`src/rtl/core/tcpq_pkg.sv`:
```
// shared types and constants of the two-class priority queue
package tcpq_pkg;

	localparam int CAPACITY = 16;
	localparam int CNT_W    = $clog2(CAPACITY + 1);
	localparam int IDX_W    = $clog2(CAPACITY);

	localparam int TAG_W    = 16;
	localparam int AGE_W    = 8;
	localparam int HELD_W   = 5;
	localparam int ADDR_W   = 3;

	localparam logic [AGE_W-1:0] PRIO_AGE_RESET = 8'd60;

	typedef enum logic [1:0] {
		ACT_ENQ = 2'd0,
		ACT_DEQ = 2'd1,
		ACT_CLR = 2'd2
	} action_t;

	typedef enum logic [1:0] {
		ST_DONE  = 2'd0,
		ST_EMPTY = 2'd1,
		ST_FULL  = 2'd2
	} status_t;

	typedef enum logic [1:0] {
		CELL_HOLD   = 2'd0,
		CELL_INSERT = 2'd1,
		CELL_SHIFT  = 2'd2
	} cell_op_t;

	typedef struct packed {
		logic [TAG_W-1:0] tag;
		logic [AGE_W-1:0] age;
	} entry_t;

	typedef struct packed {
		cell_op_t         op;
		logic [CNT_W-1:0] pos;
	} cell_ctl_t;

endpackage

```
`src/rtl/core/tcpq_cell.sv`:
```
// one queue slot: holds an entry, takes from a neighbor on insert or dequeue
module tcpq_cell (
	input  logic             clk,
	input  tcpq_pkg::cell_ctl_t ctl,
	input  logic [tcpq_pkg::IDX_W-1:0] idx,
	input  tcpq_pkg::entry_t new_entry,
	input  tcpq_pkg::entry_t left_entry,
	input  tcpq_pkg::entry_t right_entry,
	output tcpq_pkg::entry_t entry
);
	import tcpq_pkg::*;

	entry_t             entry_q;
	logic [CNT_W-1:0]   idx_ext;

	assign idx_ext = CNT_W'(idx);
	assign entry   = entry_q;

	always_ff @(posedge clk) begin
		case (ctl.op)
			CELL_INSERT: begin
				if (idx_ext == ctl.pos) begin
					entry_q <= new_entry;
				end else if (idx_ext > ctl.pos) begin
					entry_q <= left_entry;
				end
			end
			CELL_SHIFT: begin
				entry_q <= right_entry;
			end
			default: begin
				entry_q <= entry_q;
			end
		endcase
	end

endmodule

```
`src/rtl/core/tcpq_ctrl.sv`:
```
// queue control: counts, insert position, result registers
module tcpq_ctrl (
	input  logic                      clk,
	input  logic                      arst_n,
	input  logic                      accept,
	input  logic [1:0]                action,
	input  logic [tcpq_pkg::AGE_W-1:0] person_age,
	input  logic [tcpq_pkg::TAG_W-1:0] person_tag,
	input  logic [tcpq_pkg::AGE_W-1:0] prio_age,
	input  tcpq_pkg::entry_t          head_entry,
	output tcpq_pkg::cell_ctl_t       ctl,
	output tcpq_pkg::entry_t          new_entry,
	output logic                      done,
	output logic [1:0]                status,
	output logic [tcpq_pkg::TAG_W-1:0] out_tag,
	output logic [tcpq_pkg::AGE_W-1:0] out_age,
	output logic [tcpq_pkg::HELD_W-1:0] held_count
);
	import tcpq_pkg::*;

	logic [CNT_W-1:0]  total_q, total_d;
	logic [CNT_W-1:0]  prio_q, prio_d;
	logic              done_q;
	status_t           status_q, status_d;
	entry_t            out_q, out_d;
	logic [HELD_W-1:0] held_q;
	logic              is_prio;

	assign is_prio       = person_age >= prio_age;
	assign new_entry.tag = person_tag;
	assign new_entry.age = person_age;

	always_comb begin
		total_d  = total_q;
		prio_d   = prio_q;
		status_d = ST_DONE;
		out_d    = '0;
		ctl.op   = CELL_HOLD;
		ctl.pos  = is_prio ? prio_q : total_q;
		if (accept) begin
			case (action_t'(action))
				ACT_ENQ: begin
					if (total_q == CNT_W'(CAPACITY)) begin
						status_d = ST_FULL;
					end else begin
						ctl.op  = CELL_INSERT;
						total_d = total_q + CNT_W'(1);
						if (is_prio) begin
							prio_d = prio_q + CNT_W'(1);
						end
					end
				end
				ACT_DEQ: begin
					if (total_q == '0) begin
						status_d = ST_EMPTY;
					end else begin
						ctl.op  = CELL_SHIFT;
						out_d   = head_entry;
						total_d = total_q - CNT_W'(1);
						if (prio_q != '0) begin
							prio_d = prio_q - CNT_W'(1);
						end
					end
				end
				ACT_CLR: begin
					total_d = '0;
					prio_d  = '0;
				end
				default: begin
					total_d = total_q;
				end
			endcase
		end
	end

	always_ff @(posedge clk or negedge arst_n) begin
		if (!arst_n) begin
			total_q <= '0;
			prio_q  <= '0;
			done_q  <= 1'b0;
		end else begin
			total_q <= total_d;
			prio_q  <= prio_d;
			done_q  <= accept;
		end
	end

	// result payload, only looked at while done is high
	always_ff @(posedge clk) begin
		if (accept) begin
			status_q <= status_d;
			out_q    <= out_d;
			held_q   <= HELD_W'(total_d);
		end
	end

	assign done       = done_q;
	assign status     = status_q;
	assign out_tag    = out_q.tag;
	assign out_age    = out_q.age;
	assign held_count = held_q;

endmodule

```
`src/rtl/core/two_class_priority_queue.sv`:
```
// top level of the two-class priority queue: register port, control, chain of cells
//
//  channel   signals                                    beat taken when
//  command   start, busy, action, person_age, person_tag  start && !busy
//  result    done, status, out_tag, out_age, held_count   done (one cycle)
//  config    psel, penable, pwrite, paddr, pwdata, prdata  psel && penable && pwrite
//
// one command per cycle: busy stays low, and every slot shifts at once.
// the result of a command appears on the cycle after it is taken, for one cycle.
// reset clears the counts and sets priority_age to 60; slot contents need no reset.
// the receiver cannot stall, so no result is ever held back.
module two_class_priority_queue (
	input  logic                        clk,
	input  logic                        arst_n,
	input  logic                        start,
	output logic                        busy,
	input  logic [1:0]                  action,
	input  logic [tcpq_pkg::AGE_W-1:0]  person_age,
	input  logic [tcpq_pkg::TAG_W-1:0]  person_tag,
	output logic                        done,
	output logic [1:0]                  status,
	output logic [tcpq_pkg::TAG_W-1:0]  out_tag,
	output logic [tcpq_pkg::AGE_W-1:0]  out_age,
	output logic [tcpq_pkg::HELD_W-1:0] held_count,
	input  logic                        psel,
	input  logic                        penable,
	input  logic                        pwrite,
	input  logic [tcpq_pkg::ADDR_W-1:0] paddr,
	input  logic [31:0]                 pwdata,
	output logic [31:0]                 prdata,
	output logic                        pready
);
	import tcpq_pkg::*;

	logic [AGE_W-1:0] prio_age_q;
	logic             reg_hit;
	logic             accept;
	cell_ctl_t        ctl;
	entry_t           new_entry;
	entry_t           cell_q [CAPACITY];

	assign pready  = 1'b1;
	assign busy    = 1'b0;
	assign accept  = start && !busy;
	// priority_age is the only register, at byte address zero
	assign reg_hit = (paddr[ADDR_W-1:2] == '0);
	assign prdata  = reg_hit ? {{(32 - AGE_W){1'b0}}, prio_age_q} : '0;

	always_ff @(posedge clk or negedge arst_n) begin
		if (!arst_n) begin
			prio_age_q <= PRIO_AGE_RESET;
		end else if (psel && penable && pwrite && pready && reg_hit) begin
			prio_age_q <= pwdata[AGE_W-1:0];
		end
	end

	tcpq_ctrl u_ctrl (
		.clk        (clk),
		.arst_n     (arst_n),
		.accept     (accept),
		.action     (action),
		.person_age (person_age),
		.person_tag (person_tag),
		.prio_age   (prio_age_q),
		.head_entry (cell_q[0]),
		.ctl        (ctl),
		.new_entry  (new_entry),
		.done       (done),
		.status     (status),
		.out_tag    (out_tag),
		.out_age    (out_age),
		.held_count (held_count)
	);

	for (genvar i = 0; i < CAPACITY; i++) begin : g_cell
		entry_t left_e, right_e;

		if (i == 0) begin : g_first
			assign left_e = new_entry;
		end else begin : g_mid_l
			assign left_e = cell_q[i-1];
		end

		if (i == CAPACITY - 1) begin : g_last
			assign right_e = cell_q[i];
		end else begin : g_mid_r
			assign right_e = cell_q[i+1];
		end

		tcpq_cell u_cell (
			.clk         (clk),
			.ctl         (ctl),
			.idx         (IDX_W'(i)),
			.new_entry   (new_entry),
			.left_entry  (left_e),
			.right_entry (right_e),
			.entry       (cell_q[i])
		);
	end

endmodule

```
`config.mk`:
```
export PLATFORM = sky130hd
export DESIGN_NAME = two_class_priority_queue
export DESIGN_NICKNAME = d
export VERILOG_FILES = /design/src/rtl/core/tcpq_pkg.sv /design/src/rtl/core/tcpq_cell.sv /design/src/rtl/core/tcpq_ctrl.sv /design/src/rtl/core/two_class_priority_queue.sv
export SDC_FILE = /design/constraint.sdc
export NUM_CORES = 1
export LEC_CHECK = 0
export ABC_AREA = 1
export BUFFER_PORTS_ARGS = -buffer_cell sky130_fd_sc_hd__buf_2
export CORE_ASPECT_RATIO = 0.75
export CORE_MARGIN = 2
export CORE_UTILIZATION = 55
export DETAILED_ROUTE_END_ITERATION = 16
export PLACE_DENSITY = 0.75
export SYNTH_ARGS = -nofsm -noshare
export SYNTH_HDL_FRONTEND = slang
export SYNTH_SLANG_ARGS = --single-unit
```
`constraint.sdc`:
```
create_clock -name clk -period 5.2 [get_ports clk]
set_clock_uncertainty 0.15 [all_clocks]
set_input_delay 0.26 -clock clk [delete_from_list [all_inputs] [get_ports clk]]
set_output_delay 0.26 -clock clk [all_outputs]
set_load 0.1 [all_outputs]
```
After elaboration in Yosys (flattened, before gate mapping)
Index checks and enable logic that the tools add are counted.
{"block": "totals", "elab_cells": 195, "reg_bits": 434, "in_bits": 67, "output_inout_bits": 66}
{"block": "classes", "n_eq_ne": 39, "n_addsub": 4, "reduce_logical": 28, "bitwise_logic": 2, "muxes": 65, "order_cmp": 17}
{"operator": "two-way mux 24 bit", "count": 32}
{"operator": "one-hot mux 24 bit (2 select lines)", "count": 15}
{"operator": "equality test 4 x 5 -> 1 bit (first input constant)", "count": 8}
{"operator": "> comparator 4 x 5 -> 1 bit (first input constant)", "count": 8}
{"operator": "two-way mux 5 bit", "count": 8}
{"operator": "inequality test 3 x 1 -> 1 bit (second input constant)", "count": 13}
{"operator": "AND reduction 2 bit", "count": 16}
{"operator": "one-hot mux 5 bit (3 select lines)", "count": 2}
{"operator": "equality test 3 x 5 -> 1 bit (first input constant)", "count": 4}
{"operator": "> comparator 3 x 5 -> 1 bit (first input constant)", "count": 4}
{"operator": "adder 5 x 1 -> 5 bit (second input constant)", "count": 2}
{"operator": "equality test 2 x 5 -> 1 bit (first input constant)", "count": 2}
{"operator": "> comparator 1 x 5 -> 1 bit (first input constant)", "count": 2}
{"operator": "> comparator 2 x 5 -> 1 bit (first input constant)", "count": 2}
{"operator": "zero test 5 bit", "count": 2}
{"operator": "subtractor 5 x 1 -> 5 bit (second input constant)", "count": 2}
{"operator": ">= comparator 8 bit", "count": 1}
{"operator": "two-way mux 8 bit", "count": 1}
{"operator": "one-hot mux 2 bit (2 select lines)", "count": 2}
{"operator": "two-way mux 2 bit", "count": 3}
{"operator": "inequality test 3 bit (second input constant)", "count": 2}
{"operator": "AND reduction 6 bit", "count": 1}
{"operator": "equality test 1 x 5 -> 1 bit (first input constant)", "count": 1}
{"operator": "equality test 5 bit (second input constant)", "count": 1}
{"operator": "12 further kinds", "count": 21}

Longest topological paths before layout
Gate-level depths: netlist of the first run.
{"block": "depth", "ltp_word": 7, "depth_mapped": 20, "mapped_depth_nobuf": 17}

Cells and area by module
A second synthesis of the first run with hierarchy kept.
{"block": "unflattened", "cells_unflattened": 4051, "hier_area_um2": 28895.2}
{"mod": "tcpq_cell", "instances": 16, "area_each_um2": 1612.8, "cells_each": 230, "seq_area_each_um2": 720.7}
{"mod": "tcpq_ctrl", "instances": 1, "area_each_um2": 2468.6, "cells_each": 289, "seq_area_each_um2": 1206.2}
{"mod": "two_class_priority_queue", "instances": 1, "area_each_um2": 621.8, "cells_each": 82, "seq_area_each_um2": 205.2}

Least setup slack after synthesis of the first run
OpenSTA, ideal clock, no wires.
{"block": "synth_timing", "path_kind": "in2reg", "startpoint": "in person_age[0] in the netlist's numbering", "endpoint": "reg g_cell[13].u_cell.entry_q, in the netlist g_cell[13].u_cell.entry[0], enable pin", "path_stages": 13, "arrival_ns": 3.648, "required_time_ns": 4.612, "slack_ns": 0.964, "n_path_buf": 3, "setup_ns": 0.438, "cell_sequence": "clkinv_1 -> clkbuf_1 -> ha_1 -> nand2_1 -> nor2_1 -> nand2_1 -> buf_2 -> nand4_1 -> nand2_2 -> nand2_2 -> buf_2 -> o21ai_0 -> o21ai_0"}
{"block": "synth_between", "elab_chain_len": 5, "word_cells_on_any_way": 6, "cone_classes": "order compare (2); eq/ne (2); mux (1); reduce/logical (1)"}
{"element": "start, declared", "line": "two_class_priority_queue.sv:18", "text": "input logic [tcpq_pkg::AGE_W-1:0] person_age,"}
{"element": ">= comparator 8 bit (*)", "line": "tcpq_ctrl.sv:29", "text": "assign is_prio = person_age >= prio_age;"}
{"element": "two-way mux 5 bit (*)", "line": "tcpq_ctrl.sv:39", "text": "ctl.pos = is_prio ? prio_q : total_q;"}
{"element": "> comparator 4 x 5 -> 1 bit / equality test 4 x 5 -> 1 bit (equally long branches)", "line": "tcpq_cell.sv:24, tcpq_cell.sv:22"}
{"element": "inequality test 3 bit (no source line) (*)"}
{"element": "AND reduction 2 bit (no source line) (*)"}
{"element": "end signal, assigned", "line": "tcpq_cell.sv:23", "text": "entry_q <= new_entry;"}
{"element": "end signal, assigned", "line": "tcpq_cell.sv:25", "text": "entry_q <= left_entry;"}
{"element": "end signal, assigned", "line": "tcpq_cell.sv:29", "text": "entry_q <= right_entry;"}
{"element": "end, declared", "line": "tcpq_cell.sv:13", "text": "entry_t entry_q;"}
Mark *: on every way between the ends. The rest lies on a longest branch, timed or not.
A chain may end at the register's enable or synchronous reset.

Worst setup path in the final report of the first run
{"block": "layout_timing", "startpoint": "in action[0]", "endpoint": "reg g_cell[9].u_cell.entry_q, in the netlist g_cell[9].u_cell.entry[7], enable pin"}
{"block": "layout_between", "elab_chain_len": 6, "word_cells_on_any_way": 9, "cone_classes": "eq/ne (4); mux (2); reduce/logical (3)"}
{"element": "start, declared", "line": "two_class_priority_queue.sv:17", "text": "input logic [1:0] action,"}
{"element": "equality test 2 x 1 -> 1 bit / zero test 2 bit (equally long branches)", "line": "tcpq_ctrl.sv:41", "text": "case (action_t'(action))"}
{"element": "one-hot mux 2 bit (2 select lines) (*)", "line": "tcpq_ctrl.sv:41"}
{"element": "two-way mux 2 bit (*)", "line": "tcpq_ctrl.sv:40", "text": "if (accept) begin"}
{"element": "equality test 2 x 1 -> 1 bit / equality test 2 bit (equally long branches)", "line": "tcpq_cell.sv:20", "text": "case (ctl.op)"}
{"element": "inequality test 3 x 1 -> 1 bit (no source line) / nonzero test 2 bit (equally long branches)"}
{"element": "AND reduction 2 bit (no source line) (*)"}
{"element": "end signal, assigned", "line": "tcpq_cell.sv:23"}
{"element": "end signal, assigned", "line": "tcpq_cell.sv:25"}
{"element": "end signal, assigned", "line": "tcpq_cell.sv:29"}
{"element": "end, declared", "line": "tcpq_cell.sv:13"}
Marked as above.

==> summary.txt, run 1 <==
commonest non-fill, non-tap cell in the layout: nand2_1
Final Net Count: 2834
I/O Buffers: 80
I/O pin count: 133
status: finished, final reports clean
vias in the first global route: 20070
Max Clock Freq: 0.2393 GHz
worst endpoint required time: 5.25 ns
WL met3: 8726 um
# Max-Cap Violations: 0
asr flop ratio synth: 0.04378
global-route wire length before repair: 112500 um
routability cong.: 0.9232
M1 wire length: 29680 um
via count: 21220
Slew @ Worst Pin: 1.324 ns
CTS buffer count: 44
Cell Pwr Density: 458.0 nW/um^2
Crit Path Max Fanout: 29
Synth Cell Area: 24990 um^2
unrepaired setup endpoints after global routing: no
GRT Resource Usage Total: 0.2969
area growth from synthesis to layout: 7.049%
total power: 12.25 mW
Die Y: 188.6 um
fillcell total: 3855
initial antenna violation count: 0
DR top layer: met4
commonest non-fill, non-tap cells in the layout: 767 x nand2_1, 672 x nand3_1, 415 x edfxtp_1
HPWL after detailed placement: 41280 um
Leakage: 10.26 nW
sequential fraction of the synthesis area: 0.5179
num rows: 67
Final period util: 0.8038
Met2 Wirelength: 30410 um
total wire length: 70710 um
number of synthesized flops with an enable pin: 415
worst slew margin relative to its limit: 0.1146
clk_lat worst skew: 0.58 ns
proportion of layout cells with a drive suffix above 1: 0.09048
drt wl/cell: 20.98 um
H-tree level count: 2
Ys Warns: 0
CTS max path bufs: 3
Final Setup Violations: 0
clock transition at the registers of the reported paths: 0.07 ns
DIE WIDTH: 250.1 um
Crit. End Element: flop
GR Overflow Total: 0
Multi-input gate area: 10390 um^2
Synth Flop Type: edfxtp_1
pin count of the biggest net entering global routing: 244
Vias per Instance: 6.294
DIE AREA: 47180 um^2
# DRC: 0
DRT iter0 DRCs: 3192
post-synth cell types: 40
TritonRoute pass-1 iters: 6
antenna cells: 0
FF+latch count, synth: 434
Hold Slack: 0.007475 ns
maximum VDD drop: 416.0 uV
worst min-delay path class: input port to async pin
Post-DRT Antenna Nets: 0
Worst setup SP type: input port
register area: 12940 um^2
Post-Syn Instances: 2823
critical path class: input port to flop
Core ar.: 44770 um^2
Sink Count: 434
Slew Limit Fails: 0
CP arrival: 4.23 ns
total negative slack: 0 ns
min Tclk post-route: 4.180 ns
syn_area_per_cell: 8.853 um^2
Root Driver: clkbuf_16
CTS tree: done
Final Hold Viols: 0
Initial Util: 0.5583
sequential cells by signal (all words and copies together), names as in the netlist:
signal	cells
u_ctrl.done	1
u_ctrl.prio_q	5
u_ctrl.status	2
g_cell.u_cell.entry	384
u_ctrl.out_tag	16
prio_age_q	8
u_ctrl.held_count	5
u_ctrl.out_age	8
u_ctrl.total_q	5
final timing paths:
path | startpoint | slack, ns | endpoint | cells past startpoint
max | action[0] | 1.02 | g_cell[9].u_cell.entry[7] | 12
min | arst_n | 0.007 | u_ctrl.prio_q[1] | 2
max reg2reg | prio_age_q[3] | 1.05 | g_cell[14].u_cell.entry[8] | 15
min reg2reg | g_cell[15].u_cell.entry[9] | 0.36 | g_cell[14].u_cell.entry[9] | 2
max in group asynchronous | arst_n | 4.54 | prio_age_q[5] | 2
min in group clk | start | 0.01 | u_ctrl.done | 1
where the power goes:
part	leakage (nW)	internal, mW	total (mW)	switching [mW]
clock network	0.677	1.80	3.19	1.40
registers	4.11	4.47	4.67	0.207
logic	5.47	0.949	4.39	3.44
total	10.3	7.21	12.3	5.04
timing repair:
action / in CTS / in global routing
buffers inserted: 0 / 0
endpoints found under the hold margin: 28 / 0
gates resized for setup: 0 / 0
hold buffers: 11 / 0
Yosys cell counts, types with 5 or more instances:
cell type    n  area [um^2]
edfxtp_1   415        12460
dfrtp_1     15        375.4
nor2_1      71        266.5
nand2_2      9        56.30
o21ai_0     45        225.2
nand3_2     13        130.1
a21oi_1     22        110.1
buf_2       78        390.4
inv_1       92        345.3
o21ai_1     14        70.07
inv_2        5        18.77
buf_1       36        135.1
buf_6       20        225.2
ha_1        15        187.7
o21bai_1   336         2522
o22ai_1      5        31.28
nand4_1     10        62.56
nand2_1    768         2883
buf_4       35        262.8
clkbuf_1   112        420.4
nand3_1    672         3363
cell families (layout without fill, tap and decap cells):
family | count (synthesis) | count (layout) | share of synthesized area
AND/OR/NAND/NOR | 1559 | 1559 | 0.2790
flip-flops | 434 | 434 | 0.5179
AO/OA/AOI/OAI | 426 | 426 | 0.1197
buffers and inverters | 380 | 318 | 0.07269
adder cells (fa/ha/maj) | 16 | 16 | 0.008311
XOR/XNOR | 6 | 6 | 0.002103
other | 2 | 26 | 0.0003005
worst max-delay path: stages:
cell and delay (ns):
dlygate4sd3_1 0.53, buf_2 0.12, inv_1 0.05, nor2_1 0.58
nand2_1 0.71, nor2_1 0.51, inv_1 0.09, ha_1 0.33
inv_1 0.30, nor2_1 0.17, a21oi_2 0.16, buf_4 0.42
layout make-up:
| type | count | area share |
|---|---|---|
| clock inverter | 22 | 0.008325 |
| multi-input combinational | 2033 | 0.3883 |
| clock buffer | 58 | 0.04392 |
| sequential | 434 | 0.4838 |
| tap | 586 | 0.02741 |
| timing repair buffer | 140 | 0.03423 |
| inverter | 98 | 0.01403 |
per-layer routing:
layer,vias to the layer above,global-route usage
met4,0,0.09281
met2,1430,0.4434
li1,9568,-
met3,116,0.05512
met5,-,0
met1,10100,0.4395
metrics by stage:
stage / utilization / instances / area [um^2] / worst slack (ns)
finish: 0.5976 / 3371 / 26750 / 1.020
global route: 0.5976 / 3371 / 26750 / 0.7542
CTS: 0.5976 / 3371 / 26750 / 1.110
global placement: 0.5640 / 3280 / 25250 / 0.8745
detailed placement: 0.5640 / 3280 / 25250 / 0.8543
floorplan: - / 2847 / 25080 / 0.9640
No activity file was read; power rests on OpenSTA's default activity.
==> run 2: changes to the inputs <==
- PLACE_DENSITY: 0.75 -> 0.78
- clock period: 5.2 -> 3.4 ns (I/O delays scaled with it)
==> run 2 against run 1 <==
  * Via count grew 0.49%
  * Register-to-register slack worse by 0.92 ns
  * Die area stayed put
  * Sequential share of layout area fell by 1.2 points
  * Highest routed layer unchanged
  * Global-route usage is 0.052 points higher
  * Non-clock buffer count rose by 32
  * Largest cell class unchanged
==> summary.txt, run 2 (same netlist as run 1, synthesis figures left out) <==
status: finished, final reports clean
FF-to-FF setup slack: 0.13 ns
I/O Buffers: 80
Int Pwr: 11.33 mW
worst slew margin relative to its limit: 0.3883
sequential share of power: 0.375
Worst setup SP type: flop
unrepaired setup endpoints after global routing: no
Post-CTS Setup Bufs: 0
Final Net Count: 2865
clock transition at the registers of the reported paths: 0.06 ns
Crit. End Element: flop
DRT iter0 DRCs: 3504
Max Clock Freq: 0.3058 GHz
clk_lat worst skew: 0.58 ns
CTS max path bufs: 3
Slew Limit Fails: 0
Crit Reg-Reg Endpoint: g_cell[2].u_cell.entry[17]
num rows: 67
Met2 Wirelength: 31540 um
Die Y: 188.6 um
sw power: 7.756 mW
fillcell total: 3651
Initial Util: 0.5583
total wire length: 71680 um
GR Overflow Total: 0
Final Hold Viols: 0
Post-DRT Antenna Nets: 0
drt wl/cell: 21.05 um
global-route wire length before repair: 112500 um
Hold Slack: 0.03778 ns
Reg2Reg Depth: 12
DIE AREA: 47180 um^2
via count: 21320
proportion of layout cells with a drive suffix above 1: 0.09869
worst min-delay path class: input port to async pin
# Max-Cap Violations: 0
H-tree level count: 2
Vias per Instance: 6.262
DIE WIDTH: 250.1 um
switching share of power: 0.4063
GRT Resource Usage Total: 0.2974
CTS buffer count: 43
Core ar.: 44770 um^2
commonest non-fill, non-tap cell in the layout: nand2_1
Final period util: 0.9617
reg-to-reg startpoint: u_ctrl.total_q[0]
area growth from synthesis to layout: 9.783%
Crit Path Max Fanout: 73
worst endpoint required time: 3.57 ns
Final Setup Violations: 0
commonest non-fill, non-tap cells in the layout: 767 x nand2_1, 672 x nand3_1, 415 x edfxtp_1
maximum VDD drop: 507.4 uV
I/O pin count: 133
Root Driver: clkbuf_16
# DRC: 0
HPWL after detailed placement: 43580 um
Clock power frac: 0.244
min Tclk post-route: 3.270 ns
Sink Count: 434
CTS tree: done
critical path class: flop to flop
Cell Pwr Density: 695.7 nW/um^2
Combinational Power Share: 0.381
Largest register FFs: 384
pin count of the biggest net entering global routing: 177
TritonRoute pass-1 iters: 6
routability cong.: 0.9117
Slew @ Worst Pin: 0.9165 ns
initial antenna violation count: 2
total negative slack: 0 ns
vias in the first global route: 19890
WL met3: 8806 um
DR top layer: met4
CP arrival: 3.44 ns
Leakage: 10.54 nW
M1 wire length: 29470 um
-- run 2: worst max-delay path, stage by stage (launching register included) --
cell and delay [ns]:
dfrtp_1 0.44, inv_1 0.13, ha_1 0.25, nand3_1 0.16
nor2_1 0.06, inv_1 0.06, nand2_1 0.07, nor2_1 0.30
ha_4 0.39, clkinv_8 0.30, buf_12 0.34, nand3_1 0.17
nand2_1 0.07
-- run 2: cell type report --
type,instances,area (um^2),share of cell area
Sequential cell,434,12940,0.4717
Multi-Input combinational cell,2033,10400,0.3790
Timing Repair Buffer,172,1659,0.06047
Clock buffer,61,1165,0.04246
Tap cell,586,733.2,0.02672
Inverter,98,380.4,0.01386
Clock inverter,19,152.6,0.005564
Antenna cell,2,5.005,0.0001824
-- run 2: how the worst max path moves through the flow --
stage                                       to               from  cells after the start  slack [ns]
floorplan           g_cell[10].u_cell.entry[0]  u_ctrl.total_q[0]                     11       -0.32
global placement    g_cell[7].u_cell.entry[12]  u_ctrl.total_q[0]                     13        0.33
detailed placement  g_cell[7].u_cell.entry[12]  u_ctrl.total_q[0]                     13        0.19
CTS                 g_cell[7].u_cell.entry[12]  u_ctrl.total_q[0]                     13        0.18
global route        g_cell[0].u_cell.entry[22]  u_ctrl.total_q[0]                     11        0.02
finish              g_cell[2].u_cell.entry[17]  u_ctrl.total_q[0]                     12        0.13
-- run 2: power by group through the flow --
| stage | Sequential [mW] | Combinational [mW] | Clock (mW) |
|---|---|---|---|
| after floorplan | 7.38 | 4.81 | 0 |
| final | 7.16 | 7.27 | 4.65 |
| after CTS | 7.15 | 7.09 | 4.69 |
| after global routing | 7.22 | 7.73 | 4.87 |
| after detailed placement | 7.25 | 7.04 | 0 |
| after global placement | 7.23 | 6.89 | 0 |
-- run 2: stage by stage --
stage	utilization	std cells	power (mW)	setup WS [ns]	instance area (um^2)
finish	0.6129	3405	19.09	0.1301	27440
floorplan	-	2847	12.19	-0.3178	25110
global placement	0.5799	3309	14.12	0.3277	25960
detailed placement	0.5799	3309	14.30	0.1898	25960
global route	0.6129	3405	19.82	0.02431	27440
CTS	0.6124	3403	18.92	0.1812	27420
-- run 2: what timing repair did --
item,CTS,global route
hold endpoints to repair,34,0
setup endpoints to repair,0,54
hold buffers,14,0
gates resized for setup,0,4
-- run 2: routing by layer --
metal	up-vias	track usage
li1	9643	-
met1	10070	0.4354
met2	1503	0.4538
met3	105	0.05277
met5	-	0
met4	0	0.08890
